$ cat src/design/rfae_pkg.sv
package rfae_pkg;

    typedef enum logic [3:0] {
        CMD_LOAD = 4'd0,
        CMD_OUT  = 4'd1,
        CMD_MOVE = 4'd2,
        CMD_XCHG = 4'd3,
        CMD_ADD  = 4'd4,
        CMD_SUB  = 4'd5,
        CMD_MUL  = 4'd6,
        CMD_DIV  = 4'd7,
        CMD_MOD  = 4'd8,
        CMD_AND  = 4'd9,
        CMD_OR   = 4'd10,
        CMD_XOR  = 4'd11
    } cmd_t;

    typedef enum logic [3:0] {
        ST_IDLE,
        ST_CLEAR,
        ST_RD1,
        ST_RD2,
        ST_EXEC,
        ST_DIV,
        ST_WB1,
        ST_WB2,
        ST_OUT
    } state_t;

    localparam int CMD_W  = 4;
    localparam int IDX_W  = 5;
    localparam int IMM_W  = 32;
    localparam int OUT_W  = 32;
    localparam logic STATUS_OK    = 1'b0;
    localparam logic STATUS_DIV0  = 1'b1;

endpackage

$ cat src/design/rfae_bank.sv
module rfae_bank #(
    parameter int NUM_REGS   = 26,
    parameter int DATA_WIDTH = 32
) (
    input  logic                        aclk,
    input  logic                        we,
    input  logic [$clog2(NUM_REGS)-1:0] waddr,
    input  logic [DATA_WIDTH-1:0]       wdata,
    input  logic [$clog2(NUM_REGS)-1:0] raddr,
    output logic [DATA_WIDTH-1:0]       rdata
);
    logic [DATA_WIDTH-1:0] mem [NUM_REGS];

    always_ff @(posedge aclk) begin
        if (we) begin
            mem[waddr] <= wdata;
        end
        rdata <= mem[raddr];
    end
endmodule

$ cat src/design/rfae_div.sv
module rfae_div #(
    parameter int DATA_WIDTH = 32
) (
    input  logic                  aclk,
    input  logic                  aresetn,
    input  logic                  start,
    input  logic [DATA_WIDTH-1:0] dividend,
    input  logic [DATA_WIDTH-1:0] divisor,
    input  logic                  want_rem,
    output logic                  done,
    output logic [DATA_WIDTH-1:0] result
);
    localparam int CNT_W = $clog2(DATA_WIDTH + 1);

    logic [DATA_WIDTH-1:0] quo_reg, quo_next, den_reg, den_next;
    logic [DATA_WIDTH:0]   rem_reg, rem_next;
    logic [CNT_W-1:0]      cnt_reg, cnt_next;
    logic                  busy_reg, busy_next, neg_reg, neg_next, rem_sel_reg, rem_sel_next;
    logic [DATA_WIDTH:0]   shifted, diff;
    logic [DATA_WIDTH-1:0] mag_a, mag_b, raw;

    assign mag_a = dividend[DATA_WIDTH-1] ? -dividend : dividend;
    assign mag_b = divisor[DATA_WIDTH-1] ? -divisor : divisor;
    assign shifted = {rem_reg[DATA_WIDTH-1:0], quo_reg[DATA_WIDTH-1]};
    assign diff = shifted - {1'b0, den_reg};

    always_comb begin
        quo_next = quo_reg;
        den_next = den_reg;
        rem_next = rem_reg;
        cnt_next = cnt_reg;
        busy_next = busy_reg;
        neg_next = neg_reg;
        rem_sel_next = rem_sel_reg;
        if (start) begin
            quo_next = mag_a;
            den_next = mag_b;
            rem_next = '0;
            cnt_next = CNT_W'(DATA_WIDTH);
            busy_next = 1'b1;
            rem_sel_next = want_rem;
            neg_next = want_rem ? dividend[DATA_WIDTH-1]
                                : (dividend[DATA_WIDTH-1] ^ divisor[DATA_WIDTH-1]);
        end else if (busy_reg) begin
            // one restoring step per cycle
            if (!diff[DATA_WIDTH]) begin
                rem_next = diff;
                quo_next = {quo_reg[DATA_WIDTH-2:0], 1'b1};
            end else begin
                rem_next = shifted;
                quo_next = {quo_reg[DATA_WIDTH-2:0], 1'b0};
            end
            cnt_next = cnt_reg - 1'b1;
            if (cnt_reg == CNT_W'(1)) begin
                busy_next = 1'b0;
            end
        end
    end

    always_ff @(posedge aclk) begin
        if (!aresetn) begin
            busy_reg <= 1'b0;
            cnt_reg  <= '0;
        end else begin
            busy_reg <= busy_next;
            cnt_reg  <= cnt_next;
        end
        quo_reg <= quo_next;
        den_reg <= den_next;
        rem_reg <= rem_next;
        neg_reg <= neg_next;
        rem_sel_reg <= rem_sel_next;
    end

    assign done = busy_reg && (cnt_reg == CNT_W'(1));
    assign raw = rem_sel_reg ? rem_next[DATA_WIDTH-1:0] : quo_next;
    assign result = neg_reg ? -raw : raw;
endmodule

$ cat src/design/register_file_alu_executor.sv
// Executes one decoded instruction per input transfer against a bank of NUM_REGS
// registers held in a synchronous single-port-read memory with a registered read.
// After reset the bank is cleared by a pass over all NUM_REGS registers before
// s_axis_tready rises. An instruction reads its two operands one after the other
// from the memory port. Load goes from the accepted transfer to write-back; the
// other commands read, execute and then write back (exchange writes both registers),
// give a result (out, div/mod by zero) or run the radix-2 restoring divider (div,
// mod) before write-back. Unused codes are dropped in idle. One instruction is in
// flight at a time. Out and a division by zero give one result transfer. A waiting
// result does not block input; an instruction that has its own result to give
// holds in execute until the output register is free.
module register_file_alu_executor #(
    parameter int NUM_REGS   = 26,
    parameter int DATA_WIDTH = 32
) (
    input  logic        aclk,
    input  logic        aresetn,
    input  logic        s_axis_tvalid,
    output logic        s_axis_tready,
    // [3:0] cmd, [8:4] dest_reg, [13:9] src_a_reg, [18:14] src_b_reg,
    // [19] three_operand, [51:20] immediate, [55:52] zero
    input  logic [55:0] s_axis_tdata,
    output logic        m_axis_tvalid,
    input  logic        m_axis_tready,
    // [31:0] value
    output logic [31:0] m_axis_tdata,
    // [0] status
    output logic        m_axis_tuser
);
    localparam int AW = $clog2(NUM_REGS);

    rfae_pkg::state_t state_reg, state_next;
    logic [rfae_pkg::CMD_W-1:0] cmd_reg, cmd_next;
    logic [rfae_pkg::IDX_W-1:0] d_reg, d_next, a_reg, a_next, b_reg, b_next;
    logic three_reg, three_next;
    logic [rfae_pkg::IMM_W-1:0] imm_reg, imm_next;
    logic [DATA_WIDTH-1:0] x_reg, x_next, y_reg, y_next, r_reg, r_next;
    logic [AW-1:0] clr_reg, clr_next;
    logic ovalid_reg, ovalid_next, ostat_reg, ostat_next;
    logic [31:0] oval_reg, oval_next;
    logic div_go_reg;

    logic we, div_start, div_done;
    logic [AW-1:0] waddr, raddr;
    logic [DATA_WIDTH-1:0] wdata, rdata, div_res, rd_val;
    logic [rfae_pkg::IDX_W-1:0] rd1_idx, rd2_idx, rd_sel;
    logic rd_ok_q, s_fire;
    logic out_due, out_stall;

    rfae_bank #(.NUM_REGS(NUM_REGS), .DATA_WIDTH(DATA_WIDTH)) u_bank (
        .aclk(aclk), .we(we), .waddr(waddr), .wdata(wdata), .raddr(raddr), .rdata(rdata)
    );

    rfae_div #(.DATA_WIDTH(DATA_WIDTH)) u_div (
        .aclk(aclk), .aresetn(aresetn), .start(div_start), .dividend(x_reg),
        .divisor(y_reg), .want_rem(cmd_reg == rfae_pkg::CMD_MOD), .done(div_done),
        .result(div_res)
    );

    function automatic logic idx_ok(input logic [rfae_pkg::IDX_W-1:0] i);
        return 32'(i) < NUM_REGS;
    endfunction

    assign s_fire = s_axis_tvalid && s_axis_tready;
    assign s_axis_tready = (state_reg == rfae_pkg::ST_IDLE);
    // two-operand form reads dest then srcA; exchange reads dest then srcA as well
    assign rd1_idx = (three_reg && cmd_reg >= rfae_pkg::CMD_ADD) ? a_reg : d_reg;
    assign rd2_idx = (three_reg && cmd_reg >= rfae_pkg::CMD_ADD) ? b_reg : a_reg;
    assign rd_sel = (state_reg == rfae_pkg::ST_RD1) ? rd1_idx : rd2_idx;
    assign rd_val = rd_ok_q ? rdata : '0;

    // out, or div/mod by zero, need the output register
    assign out_due = (cmd_reg == rfae_pkg::CMD_OUT) ||
                     ((cmd_reg == rfae_pkg::CMD_DIV || cmd_reg == rfae_pkg::CMD_MOD) &&
                      rd_val == '0);
    assign out_stall = out_due && ovalid_reg && !m_axis_tready;

    always_ff @(posedge aclk) begin
        rd_ok_q <= idx_ok(rd_sel);
    end

    always_comb begin
        raddr = idx_ok(rd_sel) ? rd_sel[AW-1:0] : '0;
    end

    always_comb begin
        state_next = state_reg;
        case (state_reg)
            rfae_pkg::ST_CLEAR: if (32'(clr_reg) == NUM_REGS - 1) state_next = rfae_pkg::ST_IDLE;
            rfae_pkg::ST_IDLE: begin
                if (s_fire) begin
                    if (s_axis_tdata[3:0] == rfae_pkg::CMD_LOAD) state_next = rfae_pkg::ST_WB1;
                    else if (s_axis_tdata[3:0] > rfae_pkg::CMD_XOR) state_next = rfae_pkg::ST_IDLE;
                    else state_next = rfae_pkg::ST_RD1;
                end
            end
            rfae_pkg::ST_RD1: state_next = rfae_pkg::ST_RD2;
            rfae_pkg::ST_RD2: state_next = rfae_pkg::ST_EXEC;
            rfae_pkg::ST_EXEC: begin
                if (out_stall) begin
                    state_next = rfae_pkg::ST_EXEC;
                end else begin
                    case (cmd_reg)
                        rfae_pkg::CMD_OUT: state_next = rfae_pkg::ST_OUT;
                        rfae_pkg::CMD_DIV, rfae_pkg::CMD_MOD:
                            state_next = (rd_val == '0) ? rfae_pkg::ST_OUT : rfae_pkg::ST_DIV;
                        default: state_next = rfae_pkg::ST_WB1;
                    endcase
                end
            end
            rfae_pkg::ST_DIV: if (div_done) state_next = rfae_pkg::ST_WB1;
            rfae_pkg::ST_WB1: state_next = (cmd_reg == rfae_pkg::CMD_XCHG) ? rfae_pkg::ST_WB2
                                                                         : rfae_pkg::ST_IDLE;
            rfae_pkg::ST_WB2: state_next = rfae_pkg::ST_IDLE;
            rfae_pkg::ST_OUT: state_next = rfae_pkg::ST_IDLE;
            default: state_next = rfae_pkg::ST_IDLE;
        endcase
    end

    always_comb begin
        cmd_next = cmd_reg; d_next = d_reg; a_next = a_reg; b_next = b_reg;
        three_next = three_reg; imm_next = imm_reg;
        x_next = x_reg; y_next = y_reg; r_next = r_reg;
        clr_next = clr_reg;
        ovalid_next = ovalid_reg; ostat_next = ostat_reg; oval_next = oval_reg;
        we = 1'b0; waddr = '0; wdata = '0;
        if (ovalid_reg && m_axis_tready) ovalid_next = 1'b0;
        case (state_reg)
            rfae_pkg::ST_CLEAR: begin
                we = 1'b1; waddr = clr_reg; wdata = '0;
                clr_next = clr_reg + 1'b1;
            end
            rfae_pkg::ST_IDLE: begin
                if (s_fire) begin
                    cmd_next = s_axis_tdata[3:0];
                    d_next = s_axis_tdata[8:4];
                    a_next = s_axis_tdata[13:9];
                    b_next = s_axis_tdata[18:14];
                    three_next = s_axis_tdata[19];
                    imm_next = s_axis_tdata[51:20];
                    r_next = DATA_WIDTH'($signed(s_axis_tdata[51:20]));
                end
            end
            rfae_pkg::ST_RD2: x_next = rd_val;
            rfae_pkg::ST_EXEC: begin
                y_next = rd_val;
                case (cmd_reg)
                    rfae_pkg::CMD_OUT: begin
                        if (!out_stall) begin
                            ovalid_next = 1'b1; ostat_next = rfae_pkg::STATUS_OK;
                            oval_next = 32'($signed(x_reg));
                        end
                    end
                    rfae_pkg::CMD_MOVE: r_next = rd_val;
                    rfae_pkg::CMD_XCHG: r_next = rd_val;
                    rfae_pkg::CMD_ADD: r_next = x_reg + rd_val;
                    rfae_pkg::CMD_SUB: r_next = x_reg - rd_val;
                    rfae_pkg::CMD_MUL: r_next = DATA_WIDTH'(x_reg * rd_val);
                    rfae_pkg::CMD_AND: r_next = x_reg & rd_val;
                    rfae_pkg::CMD_OR:  r_next = x_reg | rd_val;
                    rfae_pkg::CMD_XOR: r_next = x_reg ^ rd_val;
                    rfae_pkg::CMD_DIV, rfae_pkg::CMD_MOD: begin
                        if (rd_val == '0 && !out_stall) begin
                            ovalid_next = 1'b1; ostat_next = rfae_pkg::STATUS_DIV0;
                            oval_next = '0;
                        end
                    end
                    default: r_next = r_reg;
                endcase
            end
            rfae_pkg::ST_DIV: begin
                if (div_done) r_next = div_res;
            end
            rfae_pkg::ST_WB1: begin
                // exchange writes only when both indexes are in range
                we = idx_ok(d_reg) && (cmd_reg != rfae_pkg::CMD_XCHG || idx_ok(a_reg));
                waddr = d_reg[AW-1:0]; wdata = r_reg;
            end
            rfae_pkg::ST_WB2: begin
                we = idx_ok(d_reg) && idx_ok(a_reg);
                waddr = a_reg[AW-1:0]; wdata = x_reg;
            end
            default: ;
        endcase
    end

    // divider kicks off the cycle after operands land
    always_ff @(posedge aclk) begin
        if (!aresetn) div_go_reg <= 1'b0;
        else div_go_reg <= (state_reg == rfae_pkg::ST_EXEC) && (state_next == rfae_pkg::ST_DIV);
    end

    always_ff @(posedge aclk) begin
        if (!aresetn) begin
            state_reg  <= rfae_pkg::ST_CLEAR;
            clr_reg    <= '0;
            ovalid_reg <= 1'b0;
        end else begin
            state_reg  <= state_next;
            clr_reg    <= clr_next;
            ovalid_reg <= ovalid_next;
        end
        cmd_reg <= cmd_next; d_reg <= d_next; a_reg <= a_next; b_reg <= b_next;
        three_reg <= three_next; imm_reg <= imm_next;
        x_reg <= x_next; y_reg <= y_next; r_reg <= r_next;
        ostat_reg <= ostat_next; oval_reg <= oval_next;
    end

    assign m_axis_tvalid = ovalid_reg;
    assign m_axis_tdata  = oval_reg;
    assign m_axis_tuser  = ostat_reg;

    // start comes from the registered flag so y_reg is valid
    assign div_start = div_go_reg;

    a_no_accept_busy: assert property (@(posedge aclk) disable iff (!aresetn)
        (state_reg != rfae_pkg::ST_IDLE) |-> !s_axis_tready) else $error("accept while busy");
    a_div0_zero: assert property (@(posedge aclk) disable iff (!aresetn)
        (m_axis_tvalid && m_axis_tuser) |-> (m_axis_tdata == '0)) else $error("div0 value");
    a_no_write_out: assert property (@(posedge aclk) disable iff (!aresetn)
        (state_reg == rfae_pkg::ST_OUT) |-> !we) else $error("write on out");
    a_imm_used: assert property (@(posedge aclk) disable iff (!aresetn)
        (state_reg == rfae_pkg::ST_WB1 && cmd_reg == rfae_pkg::CMD_LOAD)
        |-> (r_reg == DATA_WIDTH'($signed(imm_reg)))) else $error("load value");
endmodule

$ cat config.mk
export PLATFORM = sky130hd
export DESIGN_NAME = register_file_alu_executor
export DESIGN_NICKNAME = d
export VERILOG_FILES = /design/src/design/rfae_pkg.sv /design/src/design/rfae_bank.sv /design/src/design/rfae_div.sv /design/src/design/register_file_alu_executor.sv
export SDC_FILE = /design/constraint.sdc
export NUM_CORES = 2
export LEC_CHECK = 0
export ABC_CLOCK_PERIOD_IN_PS = 14650
export BUFFER_PORTS_ARGS = -buffer_cell sky130_fd_sc_hd__buf_2
export CORE_ASPECT_RATIO = 0.9
export CORE_MARGIN = 5
export CORE_UTILIZATION = 60
export DETAILED_ROUTE_END_ITERATION = 12
export GPL_TIMING_DRIVEN = 0
export PLACE_DENSITY = 0.76
export REMOVE_ABC_BUFFERS = 1
export SETUP_SLACK_MARGIN = 0.1
export SLEW_MARGIN = 20
export SYNTH_ARGS = -nofsm -noshare
export SYNTH_HDL_FRONTEND = slang
export SYNTH_SLANG_ARGS = --single-unit
$ cat constraint.sdc
create_clock -name aclk -period 14.65 [get_ports aclk]
set_input_delay 4.395 -clock aclk [delete_from_list [all_inputs] [get_ports aclk]]
set_output_delay 4.395 -clock aclk [all_outputs]
set_load 0.02 [all_outputs]
# After elaboration in Yosys (flattened, before gate mapping)
# Memories as Yosys holds them, arrays and structs flattened. A register that Yosys moved wholly into a read port is not among the register bits.
# Index checks and enable logic that the tools add are counted.
[word_totals]
ramBits = 832
output_inout_bits = 35
memories = 1
regBits = 266
word_cells = 150
in_bits = 60
[memory_table]
columns = ["memory", "depth", "word_bits", "read_ports", "rd_ports_with_merged_regs", "wr", "line_no", "text"]
rows = [
  ["u_bank.mem", 26, 32, 1, 1, 1, "rfae_bank.sv:12", "logic [DATA_WIDTH-1:0] mem [NUM_REGS];"],
]
[op_classes]
add_sub_neg = 8
n_eq_ne = 27
bitwise = 5
n_lt_le_gt_ge = 5
mux = 51
reduce_logical = 28
multipliers = 1
[ops]
columns = ["operator", "n"]
rows = [
  ["32-bit 2-to-1 mux", 13],
  ["32-bit case mux with 7 select lines", 1],
  ["32-bit case mux with 2 select lines", 2],
  ["32-bit negation", 3],
  ["32-bit case mux with 3 select lines", 1],
  ["4-bit by 3-bit equality test with 1-bit output, second input constant", 9],
  ["33-bit by 32-bit subtractor with 33-bit output", 1],
  ["32-bit adder", 1],
  ["32-bit AND", 1],
  ["32-bit zero test", 1],
  ["32-bit by 32-bit multiplier with 32-bit output", 1],
  ["32-bit bitwise OR", 1],
  ["32-bit subtractor", 1],
  ["32-bit bitwise XOR", 1],
  ["31-bit 2-to-1 mux", 1],
  ["4-bit case mux with 7 select lines", 1],
  ["4-bit 2-to-1 mux", 5],
  ["5-bit 2-to-1 mux", 4],
  ["4-bit by 2-bit equality test with 1-bit output, second input constant", 4],
  ["4-bit equality test, second input constant", 4],
  ["5-bit < comparator, second input constant", 3],
  ["5-bit case mux with 3 select lines", 1],
  ["1-bit 2-to-1 mux", 13],
  ["6-bit 2-to-1 mux", 2],
  ["other kinds (27)", 50],
]

# Longest topological paths before layout
[depth]
ltp_word = 11
mapped_depth = 34
depth_no_buf = 31

# Modules after synthesis
# A second synthesis with hierarchy kept.
[hier_totals]
cells_unflattened = 5739
hier_area_um2 = 68862.3
[by_module_without_submodules]
columns = ["module", "seq_area_each_um2", "area_each_um2", "cells_each", "instances"]
rows = [
  ["rfae_bank", 25624.6, 32856.5, 1540, 1],
  ["register_file_alu_executor", 4714.5, 26850.8, 3046, 1],
  ["rfae_div", 2442.3, 9155.0, 1153, 1],
]

# Worst setup path before layout
# OpenSTA, ideal clock, no wires.
[synth_path]
kind = "flip-flop to flip-flop"
from = "register rd_ok_q"
to = "register r_reg[30] (data pin)"
arrival_ns = 8.504
path_buffers = 5
path_stages_with_launch = 33
required_ns = 14.378
synth_period_minus_slack_ns = 8.776
setup_slack_ns = 5.874
setup_ns = 0.272
cell_sequence = "dfxtp_1 clkbuf_1 clkbuf_1 clkbuf_1 and2_1 clkbuf_1 inv_1 buf_1 nor2_1 fa_1 inv_1 fa_1 fa_1 fa_1 inv_1 fa_1 inv_1 fa_1 inv_1 fa_1 fa_1 ha_1 nand4_1 or2_2 nor3b_1 a21oi_1 o21ai_0 nand2_1 a21oi_1 nand3_1 a41oi_1 nor2_1 or4_1"
[synth_via]
elab_chain_len = 4
word_cells_on_any_way = 9
classes_between = "add/sub: 2; mul: 1; mux: 3; bitwise: 3"
[synth_lines]
columns = ["item", "line_no", "text"]
rows = [
  ["from (decl)", "register_file_alu_executor.sv:47", "logic rd_ok_q, s_fire;"],
  ["from (signal assigned)", "register_file_alu_executor.sv:79", "rd_ok_q <= idx_ok(rd_sel);"],
  ["32-bit 2-to-1 mux *", "register_file_alu_executor.sv:70", "assign rd_val = rd_ok_q ? rdata : '0;"],
  ["net rd_val[3]", "register_file_alu_executor.sv:45", "logic [DATA_WIDTH-1:0] wdata, rdata, div_res, rd_val;"],
  ["32-bit by 32-bit multiplier with 32-bit output (tied with other cells)", "register_file_alu_executor.sv:158", "rfae_pkg::CMD_MUL: r_next = DATA_WIDTH'(x_reg * rd_val);"],
  ["32-bit case mux with 7 select lines *", "register_file_alu_executor.sv:147", "case (cmd_reg)"],
  ["32-bit case mux with 3 select lines *", "register_file_alu_executor.sv:128", "case (state_reg)"],
  ["net r_next[30]", "register_file_alu_executor.sv:37", "logic [DATA_WIDTH-1:0] x_reg, x_next, y_reg, y_next, r_reg, r_next;"],
  ["to (signal assigned)", "register_file_alu_executor.sv:205", "x_reg <= x_next; y_reg <= y_next; r_reg <= r_next;"],
  ["to (decl)", "register_file_alu_executor.sv:37", ""],
]
# The timed path passes the listed nets; every way through them passes the cells marked *.
# A chain may end at the register's enable or synchronous reset.

# Final worst setup path
[layout_path]
from = "register rd_ok_q"
to = "register r_reg[30] (data pin)"
[layout_via]
elab_chain_len = 4
word_cells_on_any_way = 9
classes_between = "add/sub: 2; mul: 1; mux: 3; bitwise: 3"
[layout_lines]
columns = ["item", "line_no"]
rows = [
  ["32-bit 2-to-1 mux *", "register_file_alu_executor.sv:70"],
  ["32-bit by 32-bit multiplier with 32-bit output (tied with other cells)", "register_file_alu_executor.sv:158"],
  ["32-bit case mux with 7 select lines *", "register_file_alu_executor.sv:147"],
  ["32-bit case mux with 3 select lines *", "register_file_alu_executor.sv:128"],
  ["net r_next[30]", "register_file_alu_executor.sv:37"],
]
# Marks and branches as above.

==> results.md <==
- Nets: 7,083
- Largest net degree at the start of global routing: 83
- Worst Skew: 0.0523 ns
- Max VDD drop: 0.136 mV
- Cells after DPL: 7,737
- Clock-pin transition on the worst setup and hold timing paths: 0.06 ns
- CTS tree: built
- Number of flops mapped to enable cells by yosys: 1,015
- RSZ-0062 raised after global routing: no
- Setup Fix Bufs, Post-CTS: 0
- Largest register by flop count: u_bank.mem
- Setup violations, final: 0
- Final hold violation count: 0
- Number of distinct library cells after synthesis: 95
- Slew headroom: 9.08%
- Critical Path AT: 11.74 ns
- Crit path top cell by count: fa_1
- Seq/Total Area, Yosys: 47.6%
- HP Class: reg2reg
- Worst-skew pair later-pin latency: 0.74 ns
- Post-Syn Area: 0.0689 mm2
- Post-DR vias/cell: 6.79
- CP Launch Type: register
- DRC: 0
- CP max FO: 44
- Post-synthesis async set-or-reset flop share: 0%
- Fmax: 88.3 MHz
- Htree depth: 3
- Antenna violations before repair: 14
- Fin area: 0.0767 mm2
- Final non-filler cell total: 7,953
- Most frequent cell after synthesis: edfxtp_1
- CTS buffer count: 109
- Vias in the first global route: 52,971
- # IOs: 95
- Tot Pwr: 0.00704 W
- IO buf count: 90
- CTS Buffer Depth: 3
- Dpl hpwl: 160,000 um
- P per Cell Area: 91.8 mW/mm2
- Flops & latches, synth: 1,130
- Starting Density: 60.2%
- Vias: 53,968
- Share of cells above drive strength 1: 9.35%
- Slowest CP cell: clkinv_1
- CTS Sinks: 1,130
- First-pass iteration count of the detailed router: 6
- Commonest cells in the netlist: edfxtp_1, nand2_1, nor2_1
- Iter 0 DRT Violations: 7,509
- CTS root buf: clkbuf_16
- Ranking of synthesized cells by area: edfxtp_1, fa_1, nand2_1
- Die area: 0.122 mm2
- Main synth FF type: edfxtp_1
- Fin crit period: 11.32 ns
- Ys Warns: 0
- TNS Setup: 0 ns
- Worst-margin pin slew: 1.36 ns
- GRT overflow: 0
- Area grow syn2layout: 11.2%
- CORE AREA: 0.115 mm2
- First-pass GRT wire length: 343,000 um
- Status: finished clean
- Max cap viols: 0
- Die span in x: 367 um
- Crit path kind: reg2reg
- Overall routing resource usage: 37.7%
- Leading area contributor after synthesis: edfxtp_1
- Total Wirelength: 234,000 um
- Max FFs per register: 832
- Hold-fix buffers, CTS: 0
- P_leak: 29.4 nW
- Rows: 118
- Post-Syn Area per Cell: 10.7 um2
- Cts repair resizes: 0
- Critical Path End Type: register
- Die Y: 332 um
- Period utilization: 77.3%
- Worst Path Required: 15.07 ns
- Post-Synthesis Cells: 6,429
- Hold Slack: 0.489 ns
- Placed Area: 0.0729 mm2
- Final Max Tran Viols: 0
- Max incr delay on CP: 1.17 ns
- Yosys top cell area share: 44.2%
- Routed len/inst: 29.4 um
- RePlAce Congestion: 1.02
- Number of routed nets with antenna violations: 0
[layout by cell type, fill, tap and decap left out, drive strengths merged, types with 106 or more instances in the layout]
master	instances
a21oi	255
a311oi	109
buf	231
clkbuf	141
dfxtp	115
edfxtp	1015
fa	410
ha	259
inv	508
nand2	877
nand3	168
nor2	658
nor3	106
o21ai	177
xnor2	199
[layout make-up]
class / instances / area [um2]
timing repair buffer: 232 / 3380
antenna: 6 / 15.0
clock buffer: 140 / 2920
sequential: 1130 / 32800
clock inverter: 64 / 657
fill: 8243 / 37900
multi-input combinational: 4361 / 33100
tap: 1500 / 1880
inverter: 520 / 1950
[metrics by stage]
stage | worst slack (ns) | util, %
after floorplan | -13.99 | -
after global placement | -61.89 | 60.8
after detailed placement | 4.01 | 63.7
after CTS | 3.91 | 66.8
after global routing | 3.21 | 66.9
final | 3.33 | 66.9
[power breakdown]
group / internal [W] / switching [W] / leakage, nW
registers: 0.00351 / 0.0000274 / 9.88
clock network: 0.00156 / 0.00126 / 1.74
logic: 0.000243 / 0.000437 / 17.7
total: 0.00531 / 0.00172 / 29.4
[worst paths after layout]
check	from	endpoint	slack, ns	cells after the start
max	rd_ok_q$_DFF_P_	r_reg[30]$_DFFE_PP_	3.33	27
max reg2reg	rd_ok_q$_DFF_P_	r_reg[30]$_DFFE_PP_	3.33	27
min reg2reg	u_div.cnt_reg[1]$_SDFFE_PP0P_	u_div.cnt_reg[1]$_SDFFE_PP0P_	0.49	2
min	u_div.cnt_reg[1]$_SDFFE_PP0P_	u_div.cnt_reg[1]$_SDFFE_PP0P_	0.49	2
[critical path: cells and delay by family, from the launching register on]
kind | cells | cell delay [ns]
compound gates | 4 | 1.36
fa+ha+maj | 9 | 4.31
buf+inv | 5 | 1.40
flops | 1 | 0.92
simple gates | 9 | 2.96
[kinds of logic after synthesis]
kind of cell | share of synthesized area [%]
xor+xnor | 3.06
flops | 47.6
mux | 2.12
simple gates | 13.7
buf+inv | 5.17
compound gates | 11.8
fa+ha+maj | 16.6
[routing by layer]
metal / share of wire (%) / up-vias / global-route usage [%]
met5: 0.027 / - / 0
met4: 7.0 / 4 / 21.5
met3: 13 / 948 / 10.3
met2: 44 / 4013 / 57.1
met1: 36 / 26427 / 49.5
li1: - / 22576 / -
Note: power is estimated with default switching activity, not from simulation.
